## config.mk

```make
export PLATFORM = sky130hd
export DESIGN_NAME = albf_fifo
export DESIGN_NICKNAME = d
export VERILOG_FILES = /design/src/design/albf_fifo.sv
export SDC_FILE = /design/constraint.sdc
export NUM_CORES = 1
export LEC_CHECK = 0
export BUFFER_PORTS_ARGS = -buffer_cell sky130_fd_sc_hd__buf_2
export CAP_MARGIN = 20
export CORE_MARGIN = 5
export CORE_UTILIZATION = 40
export CTS_CLUSTER_DIAMETER = 100
export DETAILED_ROUTE_END_ITERATION = 16
export PLACE_DENSITY = 0.63
export SYNTH_ARGS = -nofsm -noshare
export SYNTH_HDL_FRONTEND = slang
export SYNTH_SLANG_ARGS = --single-unit
```

## constraint.sdc

```tcl
create_clock -name clk -period 2.1 [get_ports clk]
set_clock_uncertainty 0.05 [all_clocks]
set_input_delay 0.21 -clock clk [delete_from_list [all_inputs] [get_ports clk]]
set_output_delay 0.21 -clock clk [all_outputs]
set_load 0.1 [all_outputs]
```

## src/design/albf_fifo.sv

```systemverilog
// Two-entry queue used between the front and back ends and on the result side.
// No dependencies.
`timescale 1ns / 1ps

module albf_fifo #(
    parameter int WIDTH = 8
) (
    input  logic             clk,
    input  logic             rst_n,
    input  logic             push,
    input  logic [WIDTH-1:0] din,
    output logic             full,
    input  logic             pop,
    output logic [WIDTH-1:0] dout,
    output logic             empty
);

    localparam int DEPTH   = 2;
    localparam int PTR_W   = $clog2(DEPTH);
    localparam int COUNT_W = $clog2(DEPTH + 1);

    logic [WIDTH-1:0]   slot_reg [DEPTH];
    logic [PTR_W-1:0]   wr_ptr_reg;
    logic [PTR_W-1:0]   rd_ptr_reg;
    logic [COUNT_W-1:0] count_reg;
    logic [COUNT_W-1:0] count_next;
    logic               do_push;
    logic               do_pop;

    assign full    = count_reg == COUNT_W'(DEPTH);
    assign empty   = count_reg == '0;
    assign do_push = push && !full;
    assign do_pop  = pop && !empty;
    assign dout    = slot_reg[rd_ptr_reg];

    // Occupancy follows pushes and pops
    always_comb
    begin
        count_next = count_reg;
        if (do_push && !do_pop)
        begin
            count_next = count_reg + COUNT_W'(1);
        end
        else if (!do_push && do_pop)
        begin
            count_next = count_reg - COUNT_W'(1);
        end
    end

    // Pointers and count
    always_ff @(posedge clk or negedge rst_n)
    begin
        if (!rst_n)
        begin
            wr_ptr_reg <= '0;
            rd_ptr_reg <= '0;
            count_reg  <= '0;
        end
        else
        begin
            if (do_push)
            begin
                wr_ptr_reg <= wr_ptr_reg + PTR_W'(1);
            end
            if (do_pop)
            begin
                rd_ptr_reg <= rd_ptr_reg + PTR_W'(1);
            end
            count_reg <= count_next;
        end
    end

    // Storage for waiting beats
    always_ff @(posedge clk)
    begin
        if (do_push)
        begin
            slot_reg[wr_ptr_reg] <= din;
        end
    end

endmodule

```

==> metrics.txt <==
setup ws final 273 ps; leading cell type in the layout, fill and taps excluded buf_2; cell area after synthesis 782 um2; Pins Over Slew Limit 0; run status completed; Sink Count 20; CP Launch Type flip-flop; via count 421; dpl hpwl 877 um; Setup crit end kind output port; worst slack, placed 566 ps; CTS Buffer Depth 2; # rows 16; Reg2Reg Setup Slack 570 ps; vias in the first global route 435; critical-path cell list mux2_2 -> buf_2; critical path arrival 1570 ps; Yosys reg bits 20; Worst Max-Slew Pin Slew 491 ps; Detailed Route Iter0 Violations 3; total congestion overflow 0; worst path bufs/invs 1; Die Height 54.2 um; GRT Total Usage 9.57%; Final nets 84; die extent in x 54.2 um; core area 1900 um2; CP max-delay cell dfrtp_1; DR vias/cell 4.34; net count after synthesis 57; Detailed Route WL 1.19 mm; Avg Cell Area, Syn 17.8 um2; critical path type flip-flop to output port; Ys Warns 0; Post-Synthesis Cells 44; initial antenna violation count 0; hold_buf cts 1; fin crit share 87.0%; first-pass GRT wire length 1.87 mm; cts bufs inserted 3; # port buffers 21; # Post-CTS Setup Buffers 0; max reg flops 16; largest net degree at the start of global routing 13; fillcell total 165; DRC viols 0; Fin Setup TNS 0 ps; Critical Path RT 1840 ps; slew margin rel. 67.5%; GPL Wtd Cong 0.702; WL/cell 12.2 um; clock root buffer clkbuf_4; Final Cell Area 986 um2; register area share after synthesis 74.2%; RSZ-0062 raised after global routing no; # setup viols final 0; CP max FO 9; Worst Hold Class input port to flip-flop; CTS HTree Levels 1; Synth cell types 15; Antenna Violating Nets Remaining 0; num ports 22; CP peak stage delay 600 ps; layout cell share with drive strength beyond 1 42.9%; PostCTS Resize Cnt 0; placed cell area 923 um2; clock latency on the worst-skew pair 300 ps; Hold Vio Cnt, Final 0; Fmax 547 MHz; antenna diode count 0; crit path time final 1830 ps; total die area 2940 um2; Starting Density 41.1%; Max Cap Viol 0; drt pass-1 iters 3; clk slew on worst S/H paths 110 ps; CP delay by family, top flip-flops; CTS tree yes; most frequent cells in the layout 21 x buf_2, 16 x edfxtp_1, 6 x mux2_1, 4 x dfrtp_1; Syn-to-layout area delta 26.1%
-- worst register-to-register path, stage by stage (launching register included) --
cell and delay (ps):
dfrtp_1 450, nand2b_1 200, nand2_2 120, inv_1 50, ha_1 200, xor2_1 140
nor2_1 110, xor2_1 140
-- final cells by class --
| class | count | area, um2 | share of cell area, % |
|---|---|---|---|
| multi-input cells | 21 | 189 | 19.2 |
| flip-flops and latches | 20 | 581 | 58.9 |
| clock inverters | 1 | 30.0 | 3.05 |
| clock buffers | 3 | 22.5 | 2.28 |
| repair buffers | 23 | 123 | 12.4 |
| well taps | 27 | 33.8 | 3.43 |
| inverters | 2 | 7.51 | 0.761 |
-- metal layers --
layer / GRT usage, % / part of all wire (%) / routed length, um / vias to the layer above
met1: 11.1 / 43 / 508 / 195
met4: 6.22 / 1.6 / 19 / 0
met2: 14.3 / 47 / 562 / 12
li1: - / - / - / 212
met5: 0 / 0 / 0 / -
met3: 4.09 / 7.9 / 94 / 2
-- cell usage after synthesis --
cell      instances  share of area (%)
buf_2             1               0.64
xor2_1            2                2.2
ha_1              1                1.6
nand2_2           1               0.80
o21ai_1           1               0.64
xnor2_1           2                2.2
xnor2_2           1                2.1
and3_1            1               0.80
edfxtp_1         16                 61
mux2_1            6                8.6
nor2_1            3                1.4
nand2b_1          1               0.80
dfrtp_1           4                 13
mux2_2            2                2.9
inv_1             2               0.96
-- stage by stage --
step           hold WS (ps)  util (%)  cells
2_1_floorplan          -136         -     44
3_3_place_gp          -27.9      48.6     92
3_5_place_dp          -22.4      48.6     92
4_1_cts                30.5      51.8     97
5_1_grt                10.3      51.8     97
6_report               41.4      51.8     97
-- final timing paths --
path	from	endpoint	cells past startpoint
max reg2reg	count_reg[0]$_DFFE_PN0P_	count_reg[1]$_DFFE_PN0P_	7
min reg2reg	count_reg[1]$_DFFE_PN0P_	count_reg[1]$_DFFE_PN0P_	1
min	din[5]	slot_reg[1][5]$_DFFE_PP_	1
min in group asynchronous	rst_n	count_reg[1]$_DFFE_PN0P_	2
max in group asynchronous	rst_n	count_reg[0]$_DFFE_PN0P_	2
max	rd_ptr_reg$_DFFE_PN0P_	dout[6]	2
-- kinds of logic after synthesis --
| group | count (synthesis) | share of synthesized area [%] |
|---|---|---|
| and+or+nand+nor | 6 | 3.84 |
| muxes | 8 | 11.5 |
| xor gates and xnor gates | 5 | 6.56 |
| buffers and inverters | 3 | 1.60 |
| AOI/OAI and AO/OA | 1 | 0.639 |
| adders and majority gates | 1 | 1.60 |
| DFF | 20 | 74.2 |
Power is not shown: default switching activity piles up to over one toggle a cycle in this logic, so the estimate is an artifact.
