### config.mk
export PLATFORM = sky130hd
export DESIGN_NAME = albf_front
export DESIGN_NICKNAME = d
export VERILOG_FILES = /design/src/design/albf_pkg.sv /design/src/design/albf_front.sv
export SDC_FILE = /design/constraint.sdc
export NUM_CORES = 1
export LEC_CHECK = 0
export BUFFER_PORTS_ARGS = -buffer_cell sky130_fd_sc_hd__buf_2
export CORE_MARGIN = 2
export CORE_UTILIZATION = 45
export DETAILED_ROUTE_END_ITERATION = 16
export PLACE_DENSITY = 0.67
export RECOVER_POWER = 50
export SLEW_MARGIN = 20
export SYNTH_ARGS = -nofsm -noshare
export SYNTH_HDL_FRONTEND = slang
export SYNTH_SLANG_ARGS = --single-unit
### constraint.sdc
create_clock -name clk -period 15 [get_ports clk]
set_input_delay 3 -clock clk [delete_from_list [all_inputs] [get_ports clk]]
set_output_delay 3 -clock clk [all_outputs]
set_load 0.02 [all_outputs]
### src/design/albf_pkg.sv
// Shared types and constants for the lidar angular bin fusion block.
// No dependencies; the files that use it refer to this package by scoped name.
`timescale 1ns / 1ps

package albf_pkg;

    // One full turn in 1/64 degree units
    localparam int TURN_UNITS = 23040;

    // Field widths
    localparam int ANGLE_W   = 15;
    localparam int DIST_W    = 16;
    localparam int INTEN_W   = 16;
    localparam int COUNT_W   = 11;
    localparam int OUT_BIN_W = 10;
    localparam int IN_BIN_W  = 10;
    localparam int STATUS_W  = 3;

    // Bin divider: numerator 2*rel+step, denominator 2*step, two quotient bits a cycle
    localparam int NUM_W     = 17;
    localparam int DEN_W     = 16;
    localparam int Q_W       = 16;
    localparam int DIV_STEPS = Q_W / 2;
    localparam int DIV_CNT_W = $clog2(DIV_STEPS);
    localparam int DS_W      = DEN_W + Q_W - 2;

    // Configuration port
    localparam int CFG_W     = 16;
    localparam int CFG_IDX_W = 3;

    localparam logic [CFG_IDX_W-1:0] REG_ANGLE_LOW   = 3'd0;
    localparam logic [CFG_IDX_W-1:0] REG_ANGLE_HIGH  = 3'd1;
    localparam logic [CFG_IDX_W-1:0] REG_ANGLE_STEP  = 3'd2;
    localparam logic [CFG_IDX_W-1:0] REG_BINS_IN_USE = 3'd3;
    localparam logic [CFG_IDX_W-1:0] REG_RANGE_LOW   = 3'd4;
    localparam logic [CFG_IDX_W-1:0] REG_RANGE_HIGH  = 3'd5;

    // Register values after reset
    localparam logic [ANGLE_W-1:0] ANGLE_LOW_RST   = 15'd0;
    localparam logic [ANGLE_W-1:0] ANGLE_HIGH_RST  = 15'd23039;
    localparam logic [ANGLE_W-1:0] ANGLE_STEP_RST  = 15'd23;
    localparam logic [COUNT_W-1:0] BINS_IN_USE_RST = 11'd1002;
    localparam logic [DIST_W-1:0]  RANGE_LOW_RST   = 16'd0;
    localparam logic [DIST_W-1:0]  RANGE_HIGH_RST  = 16'd65535;

    // Result status codes
    typedef enum logic [STATUS_W-1:0] {
        ST_NEW       = 3'd0,
        ST_CLOSER    = 3'd1,
        ST_KEPT      = 3'd2,
        ST_RANGE_OUT = 3'd3,
        ST_ANGLE_OUT = 3'd4,
        ST_BIN_OUT   = 3'd5,
        ST_READ      = 3'd6
    } status_t;

    // What the back end has to do with a queued command
    typedef enum logic [1:0] {
        CMD_ADD,
        CMD_READ,
        CMD_REJECT
    } cmd_kind_t;

    typedef struct packed {
        logic [ANGLE_W-1:0] angle_low;
        logic [ANGLE_W-1:0] angle_high;
        logic [ANGLE_W-1:0] angle_step;
        logic [COUNT_W-1:0] bins_in_use;
        logic [DIST_W-1:0]  range_low_mm;
        logic [DIST_W-1:0]  range_high_mm;
    } cfg_t;

    typedef struct packed {
        cmd_kind_t          kind;
        status_t            reject;
        logic [Q_W-1:0]     bin;
        logic               hit;
        logic [DIST_W-1:0]  dist_mm;
        logic [INTEN_W-1:0] inten;
    } cmd_t;

    typedef struct packed {
        status_t              status;
        logic [OUT_BIN_W-1:0] bin_number;
        logic                 filled;
        logic [DIST_W-1:0]    rng_mm;
        logic [INTEN_W-1:0]   inten;
    } res_t;

    // One bin store entry
    typedef struct packed {
        logic               valid;
        logic [DIST_W-1:0]  rng_mm;
        logic [INTEN_W-1:0] inten;
    } entry_t;

endpackage

### src/design/albf_front.sv
// Front end: accepts input beats, wraps and gates the angle, divides out the bin.
// Depends on albf_pkg; feeds commands to the back end through a queue.
`timescale 1ns / 1ps

module albf_front #(
    parameter int BIN_DEPTH = 1024
) (
    input  logic                                 clk,
    input  logic                                 rst_n,
    input  albf_pkg::cfg_t                       cfg,
    input  logic                                 clearing,
    input  logic                                 push,
    output logic                                 full,
    input  logic                                 func,
    input  logic signed [15:0]                   point_angle,
    input  logic [albf_pkg::DIST_W-1:0]          point_distance_mm,
    input  logic [albf_pkg::INTEN_W-1:0]         point_intensity,
    input  logic [albf_pkg::IN_BIN_W-1:0]        read_bin,
    output logic                                 cmd_push,
    output albf_pkg::cmd_t                       cmd,
    input  logic                                 cmd_full
);

    localparam int W_DIV = albf_pkg::DS_W + 1;
    localparam logic signed [16:0] TURN = 17'(albf_pkg::TURN_UNITS);

    typedef enum logic [1:0] {
        S_IDLE,
        S_GATE,
        S_DIV,
        S_SEND
    } state_t;

    state_t                              state_reg;
    logic                                func_reg;
    logic [albf_pkg::ANGLE_W-1:0]        ang_reg;
    logic [albf_pkg::DIST_W-1:0]         dist_reg;
    logic [albf_pkg::INTEN_W-1:0]        inten_reg;
    logic [albf_pkg::IN_BIN_W-1:0]       rbin_reg;
    albf_pkg::cmd_kind_t                 kind_reg;
    albf_pkg::status_t                   rej_reg;
    logic [albf_pkg::NUM_W-1:0]          rem_reg;
    logic [albf_pkg::DS_W-1:0]           ds_reg;
    logic [albf_pkg::Q_W-1:0]            q_reg;
    logic [albf_pkg::DIV_CNT_W-1:0]      cnt_reg;

    logic signed [16:0]                  a_ext;
    logic signed [16:0]                  a_wrap;
    logic                                range_out;
    logic                                angle_out;
    logic                                step_zero;
    logic [albf_pkg::ANGLE_W-1:0]        rel;
    logic [albf_pkg::NUM_W-1:0]          num;
    logic [albf_pkg::DEN_W-1:0]          den;
    logic [W_DIV-1:0]                    r0;
    logic [W_DIV-1:0]                    r1;
    logic [W_DIV-1:0]                    r2;
    logic                                b1;
    logic                                b0;
    logic [albf_pkg::NUM_W-1:0]          rem_next;
    logic [albf_pkg::Q_W-1:0]            q_next;
    logic [albf_pkg::DS_W-1:0]           ds_next;
    logic                                bin_over;

    assign full = (state_reg != S_IDLE) || clearing;

    // Wrap the signed angle into one turn
    assign a_ext = 17'(point_angle);

    always_comb
    begin
        if (a_ext < -TURN)
        begin
            a_wrap = a_ext + TURN + TURN;
        end
        else if (a_ext < 0)
        begin
            a_wrap = a_ext + TURN;
        end
        else if (a_ext >= TURN)
        begin
            a_wrap = a_ext - TURN;
        end
        else
        begin
            a_wrap = a_ext;
        end
    end

    // Gates, then numerator and denominator of the rounded bin division
    assign range_out = (dist_reg < cfg.range_low_mm) || (dist_reg > cfg.range_high_mm);
    assign angle_out = (ang_reg < cfg.angle_low) || (ang_reg > cfg.angle_high);
    assign step_zero = cfg.angle_step == '0;
    assign rel       = ang_reg - cfg.angle_low;
    assign num       = albf_pkg::NUM_W'({rel, 1'b0}) + albf_pkg::NUM_W'(cfg.angle_step);
    assign den       = {cfg.angle_step, 1'b0};

    // Restoring divider, two quotient bits per cycle
    always_comb
    begin
        r0       = W_DIV'(rem_reg);
        b1       = r0 >= {ds_reg, 1'b0};
        r1       = b1 ? (r0 - {ds_reg, 1'b0}) : r0;
        b0       = r1 >= W_DIV'(ds_reg);
        r2       = b0 ? (r1 - W_DIV'(ds_reg)) : r1;
        rem_next = r2[albf_pkg::NUM_W-1:0];
        q_next   = {q_reg[albf_pkg::Q_W-3:0], b1, b0};
        ds_next  = ds_reg >> 2;
    end

    // Bin limit check on the finished quotient
    assign bin_over = (q_reg >= albf_pkg::Q_W'(cfg.bins_in_use)) || (int'(q_reg) >= BIN_DEPTH);

    // Command towards the back end
    always_comb
    begin
        cmd.kind    = kind_reg;
        cmd.reject  = rej_reg;
        cmd.bin     = q_reg;
        cmd.hit     = int'(q_reg) < BIN_DEPTH;
        cmd.dist_mm = dist_reg;
        cmd.inten   = inten_reg;
        if (kind_reg == albf_pkg::CMD_ADD && bin_over)
        begin
            cmd.kind   = albf_pkg::CMD_REJECT;
            cmd.reject = albf_pkg::ST_BIN_OUT;
        end
    end

    assign cmd_push = (state_reg == S_SEND) && !cmd_full;

    // Sequencer: accept, classify, divide, hand over
    always_ff @(posedge clk or negedge rst_n)
    begin
        if (!rst_n)
        begin
            state_reg <= S_IDLE;
        end
        else
        begin
            case (state_reg)
                S_IDLE:
                begin
                    if (push && !full)
                    begin
                        func_reg  <= func;
                        ang_reg   <= a_wrap[albf_pkg::ANGLE_W-1:0];
                        dist_reg  <= point_distance_mm;
                        inten_reg <= point_intensity;
                        rbin_reg  <= read_bin;
                        state_reg <= S_GATE;
                    end
                end
                S_GATE:
                begin
                    if (func_reg)
                    begin
                        kind_reg  <= albf_pkg::CMD_READ;
                        q_reg     <= albf_pkg::Q_W'(rbin_reg);
                        state_reg <= S_SEND;
                    end
                    else if (range_out)
                    begin
                        kind_reg  <= albf_pkg::CMD_REJECT;
                        rej_reg   <= albf_pkg::ST_RANGE_OUT;
                        state_reg <= S_SEND;
                    end
                    else if (angle_out)
                    begin
                        kind_reg  <= albf_pkg::CMD_REJECT;
                        rej_reg   <= albf_pkg::ST_ANGLE_OUT;
                        state_reg <= S_SEND;
                    end
                    else if (step_zero)
                    begin
                        kind_reg  <= albf_pkg::CMD_REJECT;
                        rej_reg   <= albf_pkg::ST_BIN_OUT;
                        state_reg <= S_SEND;
                    end
                    else
                    begin
                        kind_reg  <= albf_pkg::CMD_ADD;
                        rem_reg   <= num;
                        ds_reg    <= albf_pkg::DS_W'(den) << (albf_pkg::Q_W - 2);
                        q_reg     <= '0;
                        cnt_reg   <= '0;
                        state_reg <= S_DIV;
                    end
                end
                S_DIV:
                begin
                    rem_reg <= rem_next;
                    q_reg   <= q_next;
                    ds_reg  <= ds_next;
                    cnt_reg <= cnt_reg + albf_pkg::DIV_CNT_W'(1);
                    if (cnt_reg == albf_pkg::DIV_CNT_W'(albf_pkg::DIV_STEPS - 1))
                    begin
                        state_reg <= S_SEND;
                    end
                end
                S_SEND:
                begin
                    if (!cmd_full)
                    begin
                        state_reg <= S_IDLE;
                    end
                end
                default:
                begin
                    state_reg <= S_IDLE;
                end
            endcase
        end
    end

endmodule

==> reports/metrics.csv <==
stage,metric,value,unit
timing,final setup TNS,0,ns
synthesis,post-synthesis cell area,10400,um^2
die,row cnt,55,
job,maxcap violations,3,
critical_path,maximum fanout along the worst path,4,
layout,synth-to-layout area growth,17.8,%
critical_path,crit path launch type,primary input,
cts,CTS tree,done,
timing,max-slew violations,139,
synthesis,post-synthesis sequential area ratio,37.6,%
status,failing checks,"max-capacitance violations, max-slew violations",
die,core footprint,22700,um^2
critical_path,cells along the critical path,buf_2 -> ha_1 -> nand2b_1 -> a21o_1 -> a21o_1 -> a21oi_1 -> o21ai_0 -> a21oi_1 -> o21a_1 -> o21a_1 -> buf_2,
synthesis,most instantiated library cell after synthesis,ha_1,
critical_path,cell family contributing the most delay on the critical path,compound AO/OA/AOI/OAI gates,
cts,setup bufs post-CTS,0,
global_route,initial antenna violation count,0,
cts,cts bufs inserted,17,
synthesis,Ys Warns,0,
synthesis,Cell variety after synth,81,
routing,routed wire length,25400,um
status,outcome,"complete, but fails checks",
timing,Slew @ Worst Pin,3.25,ns
synthesis,number of synthesized flops with an enable pin,129,
die,DIE AREA,24400,um^2
pwr,total chip power,0.00155,W
timing,fin crit period,7.74,ns
global_route,GRT Util Overall,21.3,%
timing,final hold vios,0,
timing,Fmax,129,MHz
synthesis,syn nets,1317,
timing,RSZ-0062 raised after global routing,false,
pwr,NetSw,0.000578,W
place,hpwl dp,20200,um
critical_path,WP data required,12.00,ns
layout,FF+latch area,3920,um^2
place,Port Buffer Count,207,
synthesis,"FF+latch count, synth",131,
routing,via count,8307,
critical_path,CP max stage delay,0.27,ns
die,Ports,208,
layout,Largest register FFs,30,
pwr,Combinational Power Share,39.5,%
global_route,first-pass GRT wire length,41000,um
cts,worst-skew pair later-pin latency,0.44,ns
timing,post-route clock period utilization,51.6,%
pwr,Static Leak,5.50,nW
place,Final Wtd Congestion,0.926,
die,die height,156,um
global_route,busiest grt layer,met2,
cts,clk buf depth,2,
layout,layout cells sized above 1,20.3,%
critical_path,Worst Setup Path Type,primary input to output port,
synthesis,Syn Area/Cell,10.2,um^2
cts,# clock sinks,131,
pwr,clock power share,27.4,%
layout,Multi-input gate area,5950,um^2
global_route,largest net degree at the start of global routing,59,
critical_path,arrival time worst endpoint,4.74,ns
synthesis,Synth area leaders,"edfxtp_1 37%, ha_1 17%, inv_1 4.6%",
global_route,met1 usage,28.4,%
critical_path,Worst Path Buf+Inv,2,
layout,non-filler cells in the finished layout,1529,
routing,post-route ant nets,0,
synthesis,Mapped Cells,1019,
place,DP Cell Count,1497,
die,Die Width,156,um
cts,post_cts resized,0,
critical_path,CP max-delay cell,ha_1,
cts,CTS Hold Bufs,0,
synthesis,ys flop type,edfxtp_1,
place,dpl ws,7.24,ns
timing,Rel. slew slack,-117,%
global_route,met2 Usage GRT,34.7,%
synthesis,Synth top area share,37.1,%
critical_path,Critical Path End Type,output port,
routing,Residual DRC,0,
routing,TritonRoute pass-1 iters,5,
pwr,Int Pwr,0.000976,W
routing,vias per cell,5.43,
pwr,Max VDD drop,0.0706,mV
global_route,vias in the first global route,8155,
die,Initial Utilization,46.0,%
synthesis,Synth async-reset ratio,1.53,%
global_route,met3 Resource Use GR,4.02,%
timing,clock skew,0.0173,ns
layout,Final Net Count,1529,
pwr,Flop pwr share,33.2,%
pwr,Net Sw Frac,37.2,%
routing,First DRT Iteration DRCs,613,
global_route,GRT overflow,0,
worst_hold_path,worst hold path class,register to register,
cts,root buffer cell,clkbuf_16,
layout,fill cell count,2071,
timing,"Worst Setup Slack, final",7.26,ns
layout,Antenna Cells,0,
routing,routed len/inst,16.6,um
pwr,power per cell area,126,nW/um^2
timing,Final Setup Violations,0,
cts,H-tree levels,4,
synthesis,Commonest cells post-synth,"142 x ha_1, 129 x edfxtp_1, 128 x inv_1",
synthesis,"area leader, netlist",edfxtp_1,
cts,Clock Pin Slew Worst Setup and Hold Paths,0.07,ns
-- logic make-up (layout without fill, tap and decap cells) --
group / Yosys count / in the layout / synth area share (%)
compound gates: 265 / 265 / 18.5
simple gates: 241 / 241 / 12.4
buf+inv: 147 / 372 / 5.57
fa+ha+maj: 146 / 146 / 17.8
flops: 131 / 131 / 37.6
xor+xnor: 58 / 58 / 4.87
mux: 31 / 31 / 3.31
-- cells in the final DEF, fill, tap and decap left out, types with 10 or more instances in the layout --
cell and count:
nand4_1 10, inv_1 128, nor3_1 14, xnor2_1 38, mux2_2 28, a221o_1 10
nor4_1 11, nor2_1 58, clkbuf_16 17, edfxtp_1 129, nand2_1 41, nand3_1 17
nand2b_1 16, ha_1 142, xor2_1 20, a21o_1 36, o21ai_0 32, buf_2 154
o21a_1 13, clkbuf_1 56, a21oi_1 67, nor2b_1 17, and3_1 12
-- routing by layer --
layer,vias to the layer above,share of wire (%),wire (um)
met5,-,0,0
met3,39,4.4,1110
li1,4206,-,-
met4,0,2.5,626
met1,3855,46,11600
met2,207,47,12000
-- per-stage QoR --
step	util (%)	instance area, um^2	hold WS [ns]
after global routing	54.1	12300	0.533
after floorplan	-	10400	0.456
after CTS	54.5	12400	0.511
after global placement	51.9	11800	0.498
after detailed placement	51.9	11800	0.490
final	54.1	12300	0.516
-- final timing paths --
kind	cells after the start	slack [ns]	from	endpoint
min reg2reg	0	0.52	func_reg	kind_reg[0]
max	11	7.26	cfg[32]	cmd[50]
min	0	0.52	func_reg	kind_reg[0]
max in group asynchronous	1	12.41	rst_n	state_reg[1]
min in group asynchronous	1	2.39	rst_n	state_reg[0]
max reg2reg	19	9.36	rem_reg[1]	rem_reg[4]
-- power groups by stage --
stage / Combinational [W] / Clock [W] / Sequential (W)
floorplan: 0.000438 / 0 / 0.000535
global placement: 0.000601 / 0 / 0.000520
detailed placement: 0.000612 / 0 / 0.000522
CTS: 0.000616 / 0.000433 / 0.000514
global route: 0.000683 / 0.000447 / 0.000521
finish: 0.000613 / 0.000425 / 0.000515
-- cell type report --
class / count / area share [%]
repair buffers: 212 / 8.10
well taps: 285 / 2.90
clock buffers: 17 / 3.46
flip-flops and latches: 131 / 31.9
clock inverters: 15 / 1.32
inverters: 128 / 3.91
multi-input cells: 741 / 48.4
No activity file was read; power rests on OpenSTA's default activity.
